[src/sv/bsfe_pkg.sv]
// shared types and constants for the byte stuffing frame encoder
// no dependencies; used by every module of the block

package bsfe_pkg;

    // configuration register indexes
    localparam logic [1:0] REG_HEADER = 2'd0;
    localparam logic [1:0] REG_FOOTER = 2'd1;
    localparam logic [1:0] REG_ESCAPE = 2'd2;

    // reset values of the marker registers
    localparam logic [7:0] HEADER_RESET = 8'd2;
    localparam logic [7:0] FOOTER_RESET = 8'd3;
    localparam logic [7:0] ESCAPE_RESET = 8'd16;

    // queue between front and back
    localparam int QUEUE_DEPTH = 2;
    localparam int QPTR_W      = (QUEUE_DEPTH > 1) ? $clog2(QUEUE_DEPTH) : 1;
    localparam int QCNT_W      = $clog2(QUEUE_DEPTH + 1);

    // one classified payload byte, with the markers in force when it came in
    typedef struct packed {
        logic [7:0] data;
        logic       send_header;
        logic       send_escape;
        logic       close_frame;
        logic [7:0] header_value;
        logic [7:0] footer_value;
        logic [7:0] escape_value;
    } job_t;

    // handshake between front and queue
    typedef struct packed {
        logic push;
    } qctl_t;

    // position of the back end within one job
    typedef enum logic [2:0] {
        PH_HEADER,
        PH_ESCAPE,
        PH_DATA,
        PH_FOOT1,
        PH_FOOT2
    } phase_t;

endpackage

[src/sv/byte_stuffing_frame_encoder.sv]
// top level of the byte stuffing frame encoder
// depends on bsfe_pkg, bsfe_front, bsfe_queue, bsfe_back
//
// Usage:
// Payload bytes enter on the s_axis channel, one beat per byte, with tlast
// set on the last byte of each frame. The framed line stream leaves on the
// m_axis channel, one byte per beat: a header byte before the first payload
// byte of a frame, an escape byte before any payload byte equal to one of
// the three markers, and two footer bytes after the last payload byte, the
// second of them carrying tlast. Each input beat gives one to five output
// beats. The cfg channel writes the marker bytes (index 0 header, 1 footer,
// 2 escape); it is always ready and should be used only while the block is
// idle. An accepted input beat passes the job queue and the output register
// before its first output beat. The output register emits one byte per
// cycle while the receiver is ready, so throughput is set by how many line
// bytes each input beat expands into; a two-entry job queue lets input
// beats be taken while the back end works. Reset clears the queue, closes
// any open frame and loads the marker reset values. When the receiver
// stalls, the output beat holds, the queue fills, and s_axis_tready drops.

module byte_stuffing_frame_encoder
    import bsfe_pkg::*;
(
    input  logic       clk,
    input  logic       rst_n,
    input  logic       s_axis_tvalid,
    output logic       s_axis_tready,
    input  logic [7:0] s_axis_tdata,   // [7:0] payload_byte
    input  logic       s_axis_tlast,   // is_final
    output logic       m_axis_tvalid,
    input  logic       m_axis_tready,
    output logic [7:0] m_axis_tdata,   // [7:0] line_byte
    output logic       m_axis_tlast,   // frame_done
    input  logic       cfg_valid,
    output logic       cfg_ready,
    input  logic [1:0] cfg_index,
    input  logic [7:0] cfg_data
);

    qctl_t qctl;
    job_t  new_job;
    job_t  head_job;
    logic  q_full;
    logic  head_valid;
    logic  pop;

    // classify and enqueue
    bsfe_front u_front (
        .clk           (clk),
        .rst_n         (rst_n),
        .s_axis_tvalid (s_axis_tvalid),
        .s_axis_tready (s_axis_tready),
        .s_axis_tdata  (s_axis_tdata),
        .s_axis_tlast  (s_axis_tlast),
        .cfg_valid     (cfg_valid),
        .cfg_ready     (cfg_ready),
        .cfg_index     (cfg_index),
        .cfg_data      (cfg_data),
        .q_full        (q_full),
        .qctl          (qctl),
        .job           (new_job)
    );

    // job queue
    bsfe_queue u_queue (
        .clk        (clk),
        .rst_n      (rst_n),
        .qctl       (qctl),
        .wr_job     (new_job),
        .pop        (pop),
        .full       (q_full),
        .head_valid (head_valid),
        .head_job   (head_job)
    );

    // expand into line bytes
    bsfe_back u_back (
        .clk           (clk),
        .rst_n         (rst_n),
        .head_valid    (head_valid),
        .head_job      (head_job),
        .pop           (pop),
        .m_axis_tvalid (m_axis_tvalid),
        .m_axis_tready (m_axis_tready),
        .m_axis_tdata  (m_axis_tdata),
        .m_axis_tlast  (m_axis_tlast)
    );

endmodule

[src/sv/bsfe_front.sv]
// front end: takes payload beats and config writes, classifies each byte
// depends on bsfe_pkg

module bsfe_front
    import bsfe_pkg::*;
(
    input  logic       clk,
    input  logic       rst_n,
    input  logic       s_axis_tvalid,
    output logic       s_axis_tready,
    input  logic [7:0] s_axis_tdata,   // [7:0] payload_byte
    input  logic       s_axis_tlast,   // is_final
    input  logic       cfg_valid,
    output logic       cfg_ready,
    input  logic [1:0] cfg_index,
    input  logic [7:0] cfg_data,
    input  logic       q_full,
    output qctl_t      qctl,
    output job_t       job
);

    logic [7:0] header_reg;
    logic [7:0] footer_reg;
    logic [7:0] escape_reg;
    logic       frame_open_reg;
    logic       frame_open_next;
    logic       accept;

    assign cfg_ready     = 1'b1;
    assign s_axis_tready = !q_full;
    assign accept        = s_axis_tvalid && s_axis_tready;

    // marker registers
    always_ff @(posedge clk or negedge rst_n)
    begin
        if (!rst_n)
        begin
            header_reg <= HEADER_RESET;
            footer_reg <= FOOTER_RESET;
            escape_reg <= ESCAPE_RESET;
        end
        else if (cfg_valid)
        begin
            case (cfg_index)
                REG_HEADER: header_reg <= cfg_data;
                REG_FOOTER: footer_reg <= cfg_data;
                REG_ESCAPE: escape_reg <= cfg_data;
                default:    ;
            endcase
        end
    end

    // classify the incoming byte
    always_comb
    begin
        job.data         = s_axis_tdata;
        job.send_header  = !frame_open_reg;
        job.send_escape  = (s_axis_tdata == escape_reg) ||
                           (s_axis_tdata == footer_reg) ||
                           (s_axis_tdata == header_reg);
        job.close_frame  = s_axis_tlast;
        job.header_value = header_reg;
        job.footer_value = footer_reg;
        job.escape_value = escape_reg;
        qctl.push        = accept;
    end

    // open frame tracking
    always_comb
    begin
        frame_open_next = frame_open_reg;
        if (accept)
        begin
            frame_open_next = !s_axis_tlast;
        end
    end

    always_ff @(posedge clk or negedge rst_n)
    begin
        if (!rst_n)
        begin
            frame_open_reg <= 1'b0;
        end
        else
        begin
            frame_open_reg <= frame_open_next;
        end
    end

endmodule

[src/sv/bsfe_queue.sv]
// short job queue between the front and back ends
// depends on bsfe_pkg

module bsfe_queue
    import bsfe_pkg::*;
(
    input  logic  clk,
    input  logic  rst_n,
    input  qctl_t qctl,
    input  job_t  wr_job,
    input  logic  pop,
    output logic  full,
    output logic  head_valid,
    output job_t  head_job
);

    job_t              slot_reg [QUEUE_DEPTH];
    logic [QPTR_W-1:0] wr_ptr_reg;
    logic [QPTR_W-1:0] rd_ptr_reg;
    logic [QCNT_W-1:0] count_reg;
    logic [QCNT_W-1:0] count_next;
    logic              do_pop;

    assign full       = (count_reg == QCNT_W'(QUEUE_DEPTH));
    assign head_valid = (count_reg != '0);
    assign head_job   = slot_reg[rd_ptr_reg];
    assign do_pop     = pop && head_valid;

    // occupancy
    always_comb
    begin
        count_next = count_reg;
        if (qctl.push && !do_pop)
        begin
            count_next = count_reg + QCNT_W'(1);
        end
        else if (!qctl.push && do_pop)
        begin
            count_next = count_reg - QCNT_W'(1);
        end
    end

    always_ff @(posedge clk or negedge rst_n)
    begin
        if (!rst_n)
        begin
            wr_ptr_reg <= '0;
            rd_ptr_reg <= '0;
            count_reg  <= '0;
        end
        else
        begin
            count_reg <= count_next;
            if (qctl.push)
            begin
                wr_ptr_reg <= (wr_ptr_reg == QPTR_W'(QUEUE_DEPTH - 1)) ? '0
                                                                       : wr_ptr_reg + QPTR_W'(1);
            end
            if (do_pop)
            begin
                rd_ptr_reg <= (rd_ptr_reg == QPTR_W'(QUEUE_DEPTH - 1)) ? '0
                                                                       : rd_ptr_reg + QPTR_W'(1);
            end
        end
    end

    // slot storage
    always_ff @(posedge clk)
    begin
        if (qctl.push)
        begin
            slot_reg[wr_ptr_reg] <= wr_job;
        end
    end

endmodule

[src/sv/bsfe_back.sv]
// back end: expands each job into line bytes through an output register
// depends on bsfe_pkg

module bsfe_back
    import bsfe_pkg::*;
(
    input  logic       clk,
    input  logic       rst_n,
    input  logic       head_valid,
    input  job_t       head_job,
    output logic       pop,
    output logic       m_axis_tvalid,
    input  logic       m_axis_tready,
    output logic [7:0] m_axis_tdata,   // [7:0] line_byte
    output logic       m_axis_tlast    // frame_done
);

    phase_t     state_reg;
    phase_t     state_next;
    phase_t     phase;
    logic       load;
    logic [7:0] byte_out;
    logic       done_out;
    logic       tvalid_reg;
    logic       tvalid_next;
    logic [7:0] tdata_reg;
    logic       tlast_reg;

    assign load = head_valid && (!tvalid_reg || m_axis_tready);

    // current phase with unneeded header and escape steps skipped
    always_comb
    begin
        phase = state_reg;
        if (state_reg == PH_HEADER && !head_job.send_header)
        begin
            phase = head_job.send_escape ? PH_ESCAPE : PH_DATA;
        end
        else if (state_reg == PH_ESCAPE && !head_job.send_escape)
        begin
            phase = PH_DATA;
        end
    end

    // next state and byte selection
    always_comb
    begin
        state_next = state_reg;
        pop        = 1'b0;
        done_out   = 1'b0;
        byte_out   = head_job.data;
        case (phase)
            PH_HEADER:
            begin
                byte_out = head_job.header_value;
                if (load)
                begin
                    state_next = PH_ESCAPE;
                end
            end
            PH_ESCAPE:
            begin
                byte_out = head_job.escape_value;
                if (load)
                begin
                    state_next = PH_DATA;
                end
            end
            PH_DATA:
            begin
                byte_out = head_job.data;
                if (load)
                begin
                    if (head_job.close_frame)
                    begin
                        state_next = PH_FOOT1;
                    end
                    else
                    begin
                        state_next = PH_HEADER;
                        pop        = 1'b1;
                    end
                end
            end
            PH_FOOT1:
            begin
                byte_out = head_job.footer_value;
                if (load)
                begin
                    state_next = PH_FOOT2;
                end
            end
            PH_FOOT2:
            begin
                byte_out = head_job.footer_value;
                done_out = 1'b1;
                if (load)
                begin
                    state_next = PH_HEADER;
                    pop        = 1'b1;
                end
            end
            default:
            begin
                state_next = PH_HEADER;
            end
        endcase
    end

    always_ff @(posedge clk or negedge rst_n)
    begin
        if (!rst_n)
        begin
            state_reg <= PH_HEADER;
        end
        else
        begin
            state_reg <= state_next;
        end
    end

    // output register
    always_comb
    begin
        tvalid_next = tvalid_reg;
        if (load)
        begin
            tvalid_next = 1'b1;
        end
        else if (m_axis_tready)
        begin
            tvalid_next = 1'b0;
        end
    end

    always_ff @(posedge clk or negedge rst_n)
    begin
        if (!rst_n)
        begin
            tvalid_reg <= 1'b0;
        end
        else
        begin
            tvalid_reg <= tvalid_next;
        end
    end

    always_ff @(posedge clk)
    begin
        if (load)
        begin
            tdata_reg <= byte_out;
            tlast_reg <= done_out;
        end
    end

    assign m_axis_tvalid = tvalid_reg;
    assign m_axis_tdata  = tdata_reg;
    assign m_axis_tlast  = tlast_reg;

endmodule

[config.mk]
export PLATFORM = sky130hd
export DESIGN_NAME = byte_stuffing_frame_encoder
export DESIGN_NICKNAME = d
export VERILOG_FILES = /design/src/sv/bsfe_pkg.sv /design/src/sv/byte_stuffing_frame_encoder.sv /design/src/sv/bsfe_front.sv /design/src/sv/bsfe_queue.sv /design/src/sv/bsfe_back.sv
export SDC_FILE = /design/constraint.sdc
export NUM_CORES = 1
export LEC_CHECK = 0
export BUFFER_PORTS_ARGS = -buffer_cell sky130_fd_sc_hd__buf_2
export CORE_UTILIZATION = 50
export DETAILED_ROUTE_END_ITERATION = 8
export PLACE_DENSITY = 0.68
export SYNTH_ARGS = -nofsm -noshare
export SYNTH_HDL_FRONTEND = slang
export SYNTH_HIERARCHICAL = 1
export SYNTH_SLANG_ARGS = --single-unit
export TNS_END_PERCENT = 1
[constraint.sdc]
create_clock -name clk -period 3.4 [get_ports clk]
set_clock_uncertainty 0.15 [all_clocks]
set_input_delay 0.34 -clock clk [delete_from_list [all_inputs] [get_ports clk]]
set_output_delay 0.34 -clock clk [all_outputs]
set_load 0.1 [all_outputs]
# Yosys cells after proc, flatten, opt, wreduce, memory -nomap -nowiden
# Memories as Yosys holds them, arrays and structs flattened.
# Cells that the tools add are included.
[op_classes]
n_mux = 24
n_eq_ne = 16
add_sub_neg = 4
n_reduce_logical = 29
[ops]
columns = ["cell", "n"]
rows = [
  ["$eq A8 B8 Y1", 3],
  ["$pmux W8 S3", 1],
  ["$mux W3", 7],
  ["$pmux W3 S5", 1],
  ["$mux W1", 10],
  ["$ne A2 B1 Y1 const B", 5],
  ["$logic_not A1 Y1", 8],
  ["$mux W2", 4],
  ["$logic_and A1 B1 Y1", 7],
  ["$eq A3 B1 Y1 const B", 2],
  ["$eq A3 B2 Y1 const B", 2],
  ["$logic_not A3 Y1", 2],
  ["$reduce_and A2 Y1", 3],
  ["$reduce_bool A2 Y1", 3],
  ["$reduce_and A5 Y1", 1],
  ["$eq A2 B2 Y1 const B", 2],
  ["$eq A3 B3 Y1 const B", 1],
  ["$logic_or A1 B1 Y1", 3],
  ["$add A1 B1 Y1 const B", 2],
  ["$add A2 B1 Y2 const B", 1],
  ["$eq A2 B1 Y1 const B", 1],
  ["$logic_not A2 Y1", 1],
  ["$pmux W1 S2", 1],
  ["$reduce_or A2 Y1", 1],
  ["$sub A2 B1 Y2 const B", 1],
]
[totals]
ff_bits = 42
memories = 1
output_inout_bits = 12
ramBits = 70
word_cells = 85
[memory_table]
columns = ["memory", "depth", "width", "read_ports", "rd_ports_with_merged_regs", "write_ports", "line_no", "source"]
rows = [
  ["u_queue.slot_reg", 2, 35, 1, 0, 1, "bsfe_queue.sv:17", "job_t slot_reg [QUEUE_DEPTH];"],
]

# Logic depth before layout (Yosys ltp)
# An unclocked memory read counts as a cell.
[logic_depth]
ltp_word = 11
ltp_mapped = 12
ltp_nobuf = 10

# Modules after synthesis
# Netlist, hierarchy kept.
[modules_own_cells]
columns = ["mod", "area_each_um2", "cells_each", "seq_area_each_um2", "n_inst"]
rows = [
  ["bsfe_queue", 2865.2, 125, 2202.1, 1],
  ["bsfe_front", 1306.3, 101, 630.6, 1],
  ["bsfe_back", 882.1, 97, 370.4, 1],
]

# Worst setup path after synthesis
# No wires, ideal clock.
[synth_timing]
kind = "flip-flop to flip-flop"
startpoint = "register u_queue.count_reg[1]"
endpoint = "memory u_queue/slot_reg[0][0] (netlist bit) (enable)"
stages_incl_launch_ff = 4
synth_period_minus_slack_ns = 3.017
arrival_time_ns = 2.436
setup_ns = 0.431
n_path_buf = 0
required_ns = 2.819
slack_ns = 0.383
cell_sequence = "dfrtp_1 -> nor2b_1 -> nor2b_1 -> nor2b_1"
[synth_between]
elab_chain_cells = 5
[synth_lines]
columns = ["item", "line_no", "source"]
rows = [
  ["from (decl)", "bsfe_queue.sv:20", "logic [QCNT_W-1:0] count_reg;"],
  ["from (signal assigned)", "bsfe_queue.sv:53", "count_reg <= count_next;"],
  ["$eq A2 B2 Y1", "bsfe_queue.sv:24", "assign full = (count_reg == QCNT_W'(QUEUE_DEPTH));"],
  ["named net q_full", "byte_stuffing_frame_encoder.sv:43", "logic q_full;"],
  ["$logic_not A1 Y1", "bsfe_front.sv:30", "assign s_axis_tready = !q_full;"],
  ["$logic_and A1 B1 Y1", "bsfe_front.sv:31", "assign accept = s_axis_tvalid && s_axis_tready;"],
  ["named net qctl", "byte_stuffing_frame_encoder.sv:40", "qctl_t qctl;"],
  ["$mux W1", "bsfe_queue.sv:70", "if (qctl.push)"],
  ["$mux W1 (implied by the code)", "bsfe_queue.sv:72", "slot_reg[wr_ptr_reg] <= wr_job;"],
  ["to (decl)", "bsfe_queue.sv:17", ""],
]
# The timed path passes the listed nets, and every way through them passes these cells.

==> reports/metrics.cfg <==
[logic_synthesis]
post_synth_instance_area_sq_mm=0.00505
synth_top_family_by_area=multiplexers
synth_async_sr_flop_share_pct=29.5
portion_of_netlist_area_occupied_by_mux_cells_pct=15.3
area_share_of_fa_ha_maj_cells_after_synthesis_pct=0.248
synth_nets=348
syn_area_per_cell_sq_um=15.6
yosysSeqAreaShare_pct=63.4
synth-xor-area-share_pct=5.03
synth_compound_area_share_pct=5.45
register_bit_count_reported_by_yosys=112
synth-simple-area-share_pct=6.34
synth-edff-count=79
synth_cell_type_count=39
mapped_cells=323
ys_warn_count=6
synth_flop_cell=sky130_fd_sc_hd__edfxtp_1

[worst_setup_path]
cp_slowest_cell=sky130_fd_sc_hd__dfrtp_2
timing.critical_path.to_type=register
reg2regPathDepth=10
timing.setup.critical_path_class=reg2reg
worst_setup_start_kind=register
critPathArrivalTime_ps=2720
r2r_slack_ps=850
crit-reg2reg-launch=u_queue/rd_ptr_reg
critical_path.max_stage_delay_ps=690
crit_chain=mux2_4 > and2b_2 > o21bai_1 > a31oi_1 > nor2_1 > nand2_1 > ha_1 > xor2_1 > nor2_1 > xor2_1
critical_path.max_fanout=16
worstReg2RegEnd=u_queue/count_reg[1]
cp.required_ps=3560

[floorplanning]
row_count=36
core_area_sq_mm=0.00977
initial_core_util_pct=51.7
die_width_um=103
pin_count=36
dieArea_sq_mm=0.0105
die_outline_height_um=103

[route]
drtIter0Drc=133
route.final.wire_length_um=8610
routedWlPerCell_um=17.5
drc=0
routed_via_density=5.28
detail_route.first_pass.iterations=4
via_count_of_the_routed_design=2599
drt.antenna.violating_nets=0

[cts]
cts_sinks=112
cts-htree-levels=3
maximum_count_of_clock_buffers_along_a_single_path=2
insertion_delay_ps=380
cts_buffers=9
clkSlewWorstSetupHoldPaths_ps=110
postCtsSetupRepairBufs=0
root_buffer=sky130_fd_sc_hd__clkbuf_8
cts_tree=yes

[finish]
final_layout_size_suffix_gt1_share_pct=34.5
commonest_cells_after_routing_fill_and_taps_aside=79 x sky130_fd_sc_hd__edfxtp_1, 34 x sky130_fd_sc_hd__buf_2, 30 x sky130_fd_sc_hd__mux2_2
layout.cells.most_common=sky130_fd_sc_hd__edfxtp_1
antenna-diode-count=0
sequential_cell_area_sq_mm=0.00320
largest_register_ffs=70
layout-area-overhead-vs-synth_pct=8.27
multiInputGateArea_sq_mm=0.00164
final_net_count=379
fillCellCount=800

[min_path]
hold_path_end=u_front/footer_reg[1]
timing.hold.worst.class=in2reg
worst_min_path_start=cfg_data[1]
hold_path_depth=2

[sta]
finalCritPeriodShare_pct=75.1
maxClockFrequency_mhz=392
finalSetupTns_ps=0
grt_setup_unrepaired=false
maxSlewHeadroom_pct=43.4
tightestPinTransition_ps=849
slew_violations=0
min_period_ps=2550
fin_worst_hold_slack_ps=54.6
timing.final.setup_violations=0
final_hold_viol_count=0

[power_and_ir_drop]
irDropWorstVdd_uv=472
static_leakage_uw=0.00208
power-per-cell-area_mw_per_mm2=922

[job]
maxCapViolations=0

[run_status]
status=completed

[global_route]
global_route.overflow_total=0
first_global_vias=2534
globalRouteTotalUtil_pct=17.9
largest_net_degree_at_the_start_of_global_routing=36
grt_pass1_wl_um=13500
antenna_violations_before_repair=0

[place]
detailedPlacementHpwl_um=5960
globalplace.congestion=0.820
place.port_buffers=34

[synthesized netlist by cell type, types with 2 or more instances]
master | number | area share, %
sky130_fd_sc_hd__o211ai_1 | 8 | 1.2
sky130_fd_sc_hd__mux2_4 | 29 | 8.6
sky130_fd_sc_hd__dfrtp_1 | 29 | 14
sky130_fd_sc_hd__a21oi_1 | 10 | 0.99
sky130_fd_sc_hd__nand3b_2 | 2 | 0.45
sky130_fd_sc_hd__dfstp_2 | 4 | 2.1
sky130_fd_sc_hd__nand4_1 | 2 | 0.25
sky130_fd_sc_hd__and2_1 | 2 | 0.25
sky130_fd_sc_hd__buf_6 | 4 | 0.89
sky130_fd_sc_hd__buf_12 | 3 | 1.2
sky130_fd_sc_hd__xnor2_1 | 10 | 1.7
sky130_fd_sc_hd__nor2b_1 | 12 | 1.5
sky130_fd_sc_hd__nor4_1 | 4 | 0.50
sky130_fd_sc_hd__o21bai_1 | 2 | 0.30
sky130_fd_sc_hd__buf_4 | 10 | 1.5
sky130_fd_sc_hd__inv_1 | 6 | 0.45
sky130_fd_sc_hd__nor2_1 | 16 | 1.2
sky130_fd_sc_hd__xor2_1 | 19 | 3.3
sky130_fd_sc_hd__mux2_2 | 30 | 6.7
sky130_fd_sc_hd__nand2_1 | 6 | 0.45
sky130_fd_sc_hd__a31oi_1 | 3 | 0.37
sky130_fd_sc_hd__a22oi_1 | 7 | 1.0
sky130_fd_sc_hd__edfxtp_1 | 79 | 47
sky130_fd_sc_hd__nand3_1 | 2 | 0.20
sky130_fd_sc_hd__o21ai_0 | 9 | 0.89
sky130_fd_sc_hd__nand2b_1 | 2 | 0.25
[where the power goes]
group	switching (uW)	internal, uW
Sequential	260	1960
Clock	461	424
Combinational	1230	714
Total	1950	3100
[layer usage]
layer	GRT usage (%)	routed length (um)
met1	24.8	4110
met4	7.03	166
met3	3.73	266
met5	0	0
met2	27.6	4070
[how the worst max path moves through the flow]
stage | cells past startpoint | end | startpoint
detailed placement | 9 | u_queue/count_reg[1] | u_queue/rd_ptr_reg
global placement | 9 | u_queue/count_reg[1] | u_queue/rd_ptr_reg
global route | 10 | u_queue/count_reg[1] | u_queue/rd_ptr_reg
CTS | 10 | u_queue/count_reg[1] | u_queue/rd_ptr_reg
finish | 10 | u_queue/count_reg[1] | u_queue/rd_ptr_reg
floorplan | 3 | u_queue/slot_reg[0][0] | u_queue/count_reg[1]
[through the flow]
| step | cells | setup slack (ps) | utilization, % | total power, uW | instance area (sq um) |
|---|---|---|---|---|---|
| 5_1_grt | 492 | 631 | 56.0 | 5320 | 5470 |
| 3_5_place_dp | 474 | 834 | 53.5 | 4210 | 5230 |
| 6_report | 492 | 848 | 56.0 | 5050 | 5470 |
| 4_1_cts | 492 | 813 | 56.0 | 5080 | 5470 |
| 2_1_floorplan | 323 | 383 | - | 3910 | 5050 |
| 3_3_place_gp | 474 | 867 | 53.5 | 4160 | 5230 |
[area by class of cell]
class                   instances  share of cell area [%]
multi-input cells             186                    30.0
repair buffers                 39                    3.89
flip-flops and latches        112                    58.6
inverters                       6                   0.412
well taps                     133                    3.04
clock inverters                 7                    1.83
clock buffers                   9                    2.26
[cell families after synthesis]
logic type      after synthesis
xor+xnor                     29
flops                       112
fa+ha+maj                     1
compound gates               42
simple gates                 54
mux                          59
other cells                   1
buf+inv                      25
[critical path, delay by kind of cell (launching register included)]
kind	cells	cell delay (ps)
AOI/OAI and AO/OA	2	270
xor gates and xnor gates	2	280
adders and majority gates	1	200
DFF	1	690
muxes	1	350
and+or+nand+nor	4	540
[repair_timing]
action	4_1_cts	5_1_grt
hold endpoints to repair	30	0
hold buffers	2	0
gates resized for setup	0	0
No activity file was read; power rests on OpenSTA's default activity.
